--- config.mk ---
export PLATFORM = sky130hd
export DESIGN_NAME = rhh_mod
export DESIGN_NICKNAME = d
export VERILOG_FILES = /design/src/rhh_pkg.sv /design/src/rhh_mod.sv
export SDC_FILE = /design/constraint.sdc
export NUM_CORES = 1
export LEC_CHECK = 0
export ABC_AREA = 1
export ABC_CLOCK_PERIOD_IN_PS = 5100
export BUFFER_PORTS_ARGS = -buffer_cell sky130_fd_sc_hd__buf_4
export CAP_MARGIN = 5
export CELL_PAD_IN_SITES_DETAIL_PLACEMENT = 2
export CELL_PAD_IN_SITES_GLOBAL_PLACEMENT = 2
export CORE_ASPECT_RATIO = 0.5
export CORE_MARGIN = 5
export CORE_UTILIZATION = 30
export DETAILED_ROUTE_END_ITERATION = 10
export HOLD_SLACK_MARGIN = 0.03
export PLACE_DENSITY = 0.77
export SLEW_MARGIN = 5
export SYNTH_ARGS = -nofsm -noshare
export SYNTH_HDL_FRONTEND = slang
export SYNTH_SLANG_ARGS = --single-unit
--- constraint.sdc ---
create_clock -name clk -period 5.1 [get_ports clk]
set_input_delay 1.02 -clock clk [delete_from_list [all_inputs] [get_ports clk]]
set_output_delay 1.02 -clock clk [all_outputs]
set_load 0.01 [all_outputs]
--- src/rhh_pkg.sv ---
// ----------------------------------------------------------------------------
// rhh_pkg
// Shared sizes and types for the Robin Hood hash insert core.
// ----------------------------------------------------------------------------
package rhh_pkg;

	localparam int TABLE_SLOTS = 1024;
	localparam int STORE_BYTES = 65536;

	localparam int KEY_W      = 32;
	localparam int LEN_W      = 8;
	localparam int OFF_W      = 16;
	localparam int CFG_W      = 11;
	localparam int IDX_W      = $clog2(TABLE_SLOTS);
	localparam int SLOT_CNT_W = $clog2(TABLE_SLOTS + 1);
	localparam int WP_W       = $clog2(STORE_BYTES + 1);

	// slot count after reset, clipped to the table size
	localparam int SLOTS_RESET = (TABLE_SLOTS < 1024) ? TABLE_SLOTS : 1024;

	// remainder unit: bits retired per cycle and cycles per operation
	localparam int MOD_BITS   = 4;
	localparam int MOD_CYCLES = KEY_W / MOD_BITS;
	localparam int MOD_CNT_W  = $clog2(MOD_CYCLES);

	typedef enum logic [1:0] {
		STS_INSERTED   = 2'd0,
		STS_PRESENT    = 2'd1,
		STS_TABLE_FULL = 2'd2,
		STS_STORE_FULL = 2'd3
	} status_t;

	typedef struct packed {
		logic [KEY_W-1:0] hash;
		logic [OFF_W-1:0] offset;
	} entry_t;

endpackage

--- src/rhh_mod.sv ---
// ----------------------------------------------------------------------------
// rhh_mod
// Multi-cycle remainder of a 32-bit hash by the active slot count,
// restoring division retiring a few dividend bits per cycle.
// ----------------------------------------------------------------------------
module rhh_mod (
	input  logic                          clk,
	input  logic                          arst_n,
	input  logic                          start,
	input  logic [rhh_pkg::KEY_W-1:0]     dividend,
	input  logic [rhh_pkg::SLOT_CNT_W-1:0] divisor,
	output logic                          done,
	output logic [rhh_pkg::IDX_W-1:0]     rem
);
	import rhh_pkg::*;

	logic [KEY_W-1:0]     acc_q;
	logic [IDX_W-1:0]     r_q;
	logic [IDX_W-1:0]     r_nxt;
	logic [MOD_CNT_W-1:0] cnt_q;
	logic                 run_q;
	logic                 done_q;
	logic [IDX_W:0]       dv;

	assign dv = (IDX_W+1)'(divisor);

	always_comb begin
		logic [IDX_W:0]   t;
		logic [IDX_W-1:0] tr;
		tr = r_q;
		for (int j = 0; j < MOD_BITS; j++) begin
			t = {tr, acc_q[KEY_W-1-j]};
			if (t >= dv) begin
				t = t - dv;
			end
			tr = t[IDX_W-1:0];
		end
		r_nxt = tr;
	end

	always_ff @(posedge clk or negedge arst_n) begin
		if (!arst_n) begin
			acc_q  <= '0;
			r_q    <= '0;
			cnt_q  <= '0;
			run_q  <= 1'b0;
			done_q <= 1'b0;
		end else if (start) begin
			acc_q  <= dividend;
			r_q    <= '0;
			cnt_q  <= '0;
			run_q  <= 1'b1;
			done_q <= 1'b0;
		end else if (run_q) begin
			acc_q <= acc_q << MOD_BITS;
			r_q   <= r_nxt;
			cnt_q <= cnt_q + MOD_CNT_W'(1);
			if (cnt_q == MOD_CNT_W'(MOD_CYCLES - 1)) begin
				run_q  <= 1'b0;
				done_q <= 1'b1;
			end
		end else begin
			done_q <= 1'b0;
		end
	end

	assign done = done_q;
	assign rem  = r_q;

endmodule

==> results.rst, run 1 <==
.. list-table::
   :header-rows: 1

   * - Metric
     - Value
   * - Mapped cell area
     - about 4600 um2
   * - Dominant cells by area after synthesis
     - dfrtp_1 26%, nand2_1 17%, ha_1 13%, inv_1 7.3%, nand3_1 5.4%
   * - Clock sinks
     - 47
   * - Synth Instances
     - ~650
   * - Initial cell density of the core
     - 30.2%
   * - Count of state elements after synthesis
     - 47
   * - Syn avg cell area
     - 7.11 um2
   * - Placer Congestion
     - 0.846
   * - Number of flops mapped to enable cells by yosys
     - 0
   * - Yosys Warn Count
     - 0
   * - Count of distinct cell types in the synthesized netlist
     - 44
   * - Part of the Yosys area used for sequential elements
     - 25.6%
   * - Worst End Pin Type
     - sequential cell input
   * - Cell count after placement
     - 1,031
   * - Pin count of the biggest net entering global routing
     - 48
   * - Flip-flop cell with the highest count after synthesis
     - dfrtp_1
   * - Synthesized net count
     - around 740
   * - Die outline width
     - 185 um
   * - Cell type contributing the most total cell area after synthesis
     - dfrtp_1
   * - Chip height
     - 97.5 um
   * - Area share of the largest cell type after synthesis
     - ~26%
   * - Antenna violations before repair
     - 1
   * - Cell row count
     - 32
   * - Clock buffer count from CTS
     - 5
   * - Run status
     - stopped before the end
   * - Run Error
     - [ERROR DPL-0033] detailed placement checks failed during check placement.
   * - I/O pins
     - between 50 and 60
   * - CTS Buffer Depth
     - 2
   * - Number of buffers added on ports
     - 56
   * - Failed at
     - global routing
   * - Post-detailed-placement half-perimeter wirelength
     - ~19 mm
   * - Fraction of synthesis flops using an asynchronous set or reset pin
     - 100%
   * - Worst_ep grt
     - rem[9]$_DFFE_PN0P_/D
   * - H-tree levels
     - 2
   * - Root Buffer Master
     - clkbuf_16
-- per-stage QoR --
stage	utilization [%]	area, um2	worst slack (ns)
after detailed placement	43.5	6620	-2.08
after floorplan	-	4970	-0.674
after CTS	51.8	7880	-1.18
after global placement	43.5	6620	-1.54
-- cells by family after synthesis --
kind of cell    after synthesis  synth area share [%]
simple gates                324                  33.1
buf+inv                     108                  9.59
compound gates               93                  12.9
fa+ha+maj                    50                  14.3
flops                        47                  25.6
xor+xnor                     24                  4.58
-- cell usage after synthesis (2+ instances only) --
| cell type | number |
|---|---|
| o211ai_1 | 11 |
| nand2_1 | 206 |
| dfrtp_1 | 47 |
| a22o_1 | 2 |
| clkbuf_1 | 12 |
| o21bai_1 | 5 |
| nand2_4 | 8 |
| o21ai_0 | 13 |
| nand3_2 | 9 |
| nor2_1 | 21 |
| and2_1 | 4 |
| a21oi_1 | 33 |
| ha_1 | 46 |
| o221ai_1 | 14 |
| nand3_1 | 50 |
| xor2_1 | 15 |
| nand4_1 | 6 |
| buf_6 | 2 |
| nand3b_1 | 3 |
| inv_2 | 2 |
| xnor2_1 | 9 |
| inv_1 | 89 |
| or2_2 | 4 |
| nand2_2 | 4 |
| fa_1 | 4 |
| a31oi_1 | 3 |
| o21ai_1 | 5 |
| a21o_1 | 3 |
-- what timing repair did --
action,CTS
hold buffers,0
pin swaps,45
gates resized for setup,164
endpoints found under the setup margin,10
gates cloned,5
setup buffers,45
==> run 2, diff against run 1 <==
- ABC_CLOCK_PERIOD_IN_PS: 5100 -> 6650
- CELL_PAD_IN_SITES_DETAIL_PLACEMENT: 2 -> not set
- CELL_PAD_IN_SITES_GLOBAL_PLACEMENT: 2 -> not set
- CORE_ASPECT_RATIO: 0.5 -> not set
- CORE_UTILIZATION: 30 -> 40
- HOLD_SLACK_MARGIN: 0.03 -> not set
- PLACE_DENSITY: 0.77 -> not set
- PLACE_DENSITY_LB_ADDON: not set -> 0.15
- clock period: 5.1 -> 6.65 ns (I/O delays scaled with it)
==> results.rst, run 2 <==
.. list-table::
   :header-rows: 1

   * - Metric
     - Value
   * - Peak clock frequency supported by timing
     - 0.151 GHz
   * - Clock skew after layout
     - between 0.003 and 0.004 ns
   * - Worst path top cell family by delay
     - simple AND/OR/NAND/NOR gates
   * - Flip-flop cell with the highest count after synthesis
     - dfrtp_1
   * - Cell row count
     - 39
   * - Final Cycle Share
     - 99.5%
   * - Crit start category
     - input port
   * - Clock buffer count from CTS
     - 5
   * - Area after DPL
     - ~6200 um2
   * - Via count of the routed design
     - 5,094
   * - Headroom to the max-slew limit
     - between 20% and 30%
   * - Reported max-cap violation count
     - 0
   * - Min cycle time layout
     - 6.62 ns
   * - Synthesis-to-finish area growth
     - 60.4%
   * - Post-detailed-placement half-perimeter wirelength
     - 11.7 mm
   * - Largest driver fanout on the critical path
     - 6
   * - Final Cell Area
     - 7370 um2
   * - Leading cell types by count after synthesis
     - 206 x nand2_1, 89 x inv_1, 50 x nand3_1
   * - Library cell with the highest instance count after synthesis
     - nand2_1
   * - Number of buffers inserted by hold repair at cts
     - 0
   * - Number of flip-flops in the largest register
     - 32
   * - Final number of max-transition violations
     - 0
   * - Chip height
     - 117 um
   * - Clock-pin slew on the worst setup and hold paths
     - roughly 0.060 ns
   * - Via/cell ratio
     - 5.13
   * - Fraction of layout instances using a drive strength above 1
     - between 40% and 50%
   * - Antenna violations before repair
     - 0
   * - I/O pins
     - 57
   * - Iteration count of the initial detailed-routing pass
     - 5
   * - Cell type contributing the most total cell area after synthesis
     - dfrtp_1
   * - Area share of the largest cell type after synthesis
     - 25.6%
   * - Die outline width
     - 117 um
   * - Most frequent standard cell in the layout excluding fill and tap cells
     - buf_4
   * - Final Net Count
     - roughly 950
   * - Count of state elements after synthesis
     - 47
   * - Remaining DRCs
     - 0
   * - Part of the Yosys area used for sequential elements
     - about 26%
   * - Wire length of the first global-routing pass
     - 23.8 mm
   * - Synth Instances
     - 646
   * - Synthesized net count
     - 742
   * - Pin count of the biggest net entering global routing
     - 48
   * - Arrival time worst endpoint
     - 6.84 ns
   * - Clock network latency to the later pin of the worst-skew pair
     - 0.29 ns
   * - Number of flops mapped to enable cells by yosys
     - 0
   * - Top register by number of flip-flops
     - acc_q
   * - Wire length after detailed routing
     - about 16 mm
   * - DR WL/cell
     - 15.7 um
   * - Class of the tightest hold or removal check
     - flop to flop
   * - Count of distinct cell types in the synthesized netlist
     - 44
   * - DRT iter0 DRCs
     - 328
   * - Clock tree from TritonCTS
     - yes
   * - Unrepaired setup endpoints after global routing
     - yes
   * - WP data required
     - around 6.9 ns
   * - Fraction of synthesis flops using an asynchronous set or reset pin
     - 100%
   * - Diodes inserted
     - 0
   * - Run status
     - completed
   * - Clock sinks
     - 47
   * - Most frequent cells in the layout
     - 192 x buf_4, 169 x nand2_1, 76 x inv_1
   * - Count of final setup violators
     - 0
   * - Vias in the first global route
     - 4,935
   * - Worst slew pin tran
     - 1.06 ns
   * - CTS Buffer Depth
     - 2
   * - Dominant cells by area after synthesis
     - dfrtp_1 26%, nand2_1 17%, ha_1 13%, inv_1 7.3%, nand3_1 5.4%
   * - Slowest-stage cell, CP
     - ha_1
   * - H-tree levels
     - 2
   * - CP dominant cell by count
     - nand2_2
   * - Remaining antenna violation count
     - 0
   * - Initial cell density of the core
     - around 41%
   * - Root Buffer Master
     - clkbuf_16
   * - Startpoint-to-endpoint class of the critical path
     - input port to flop
   * - Sort of element at the end of the critical path
     - flop
   * - CP bufs+invs
     - 9
   * - Placeable core region
     - 11,300 um2
   * - Delay of the slowest cell on the worst path
     - 0.34 ns
   * - Number of endpoints with negative hold slack in the final report
     - 0
   * - Mapped cell area
     - 4590 um2
   * - Number of buffers added on ports
     - 56
   * - Overall die area
     - 13,700 um2
   * - Yosys Warn Count
     - 0
   * - Placer Congestion
     - 0.897
   * - Final-layout setup total negative slack
     - 0 ns
   * - GRT Overall Usage
     - between 20% and 30%
   * - Syn avg cell area
     - 7.11 um2
   * - GR Overflow Total
     - 0
==> run 2: cell counts after synthesis <==
No cell type changed its count.
==> run 2: repair_timing <==
| action | CTS | global route |
|---|---|---|
| hold endpoints to repair | 0 | 0 |
| gates cloned | 1 | 4 |
| buffers inserted | 0 | 10 |
| gates resized for setup | 26 | 158 |
| pin swaps | 11 | 46 |
| setup endpoints to repair | 10 | 10 |
==> run 2: metrics by stage <==
step	setup slack [ns]	instances	util, %	hold WS, ns
2_1_floorplan	0.204	646	-	0.452
3_3_place_gp	-0.410	970	54.6	0.461
3_5_place_dp	-0.438	970	54.6	0.473
4_1_cts	0.0258	979	57.3	0.489
5_1_grt	-0.289	993	65.1	0.515
6_report	0.0343	993	65.1	0.487
==> run 2: final timing paths <==
kind                                               to  slack [ns]             startpoint  cells past startpoint
max in group asynchronous          rem[5]$_DFFE_PN0P_        5.21                 arst_n                      1
worst max register to register     rem[3]$_DFFE_PN0P_        0.74     rem[7]$_DFFE_PN0P_                     38
min in group asynchronous       acc_q[11]$_DFFE_PN0P_        1.04                 arst_n                      1
worst max-delay path               rem[3]$_DFFE_PN0P_        0.03             divisor[3]                     41
worst min-delay path            acc_q[15]$_DFFE_PN0P_        0.49  acc_q[11]$_DFFE_PN0P_                      2
worst min register to register  acc_q[15]$_DFFE_PN0P_        0.49  acc_q[11]$_DFFE_PN0P_                      2
==> run 2: final cells by class <==
class / count / area (um2)
repair buffers: 208 / 1650
clock buffers: 6 / 139
inverters: 92 / 368
repair inverters: 2 / 16.3
multi-input cells: 493 / 3800
well taps: 143 / 179
clock inverters: 2 / 35.0
flip-flops and latches: 47 / 1180
fillers: 970 / 3950
==> run 2: tightest hold or removal path: cells and delay by family, from the launching register on <==
family           cells  cell delay (ns)
flip-flops           1             0.35
AND/OR/NAND/NOR      2             0.10
==> run 2: layer usage <==
| layer | share of wire [%] | vias to the layer above | GRT usage [%] |
|---|---|---|---|
| met1 | 41 | 2387 | 28.3 |
| met5 | 0 | - | 0 |
| li1 | - | 2529 | - |
| met3 | 5.2 | 40 | 2.42 |
| met4 | 4.8 | 0 | 9.33 |
| met2 | 49 | 138 | 37.7 |
==> run 2: cell families (layout without fill, tap and decap cells) <==
logic type,count (synthesis),after routing,share of synthesized area [%]
compound gates,93,93,12.9
flops,47,47,25.6
xor+xnor,24,24,4.58
buf+inv,108,310,9.59
fa+ha+maj,50,50,14.3
simple gates,324,326,33.1
Power of run 2 is not shown: default switching activity piles up to over one toggle a cycle in this logic, so the estimate is an artifact.
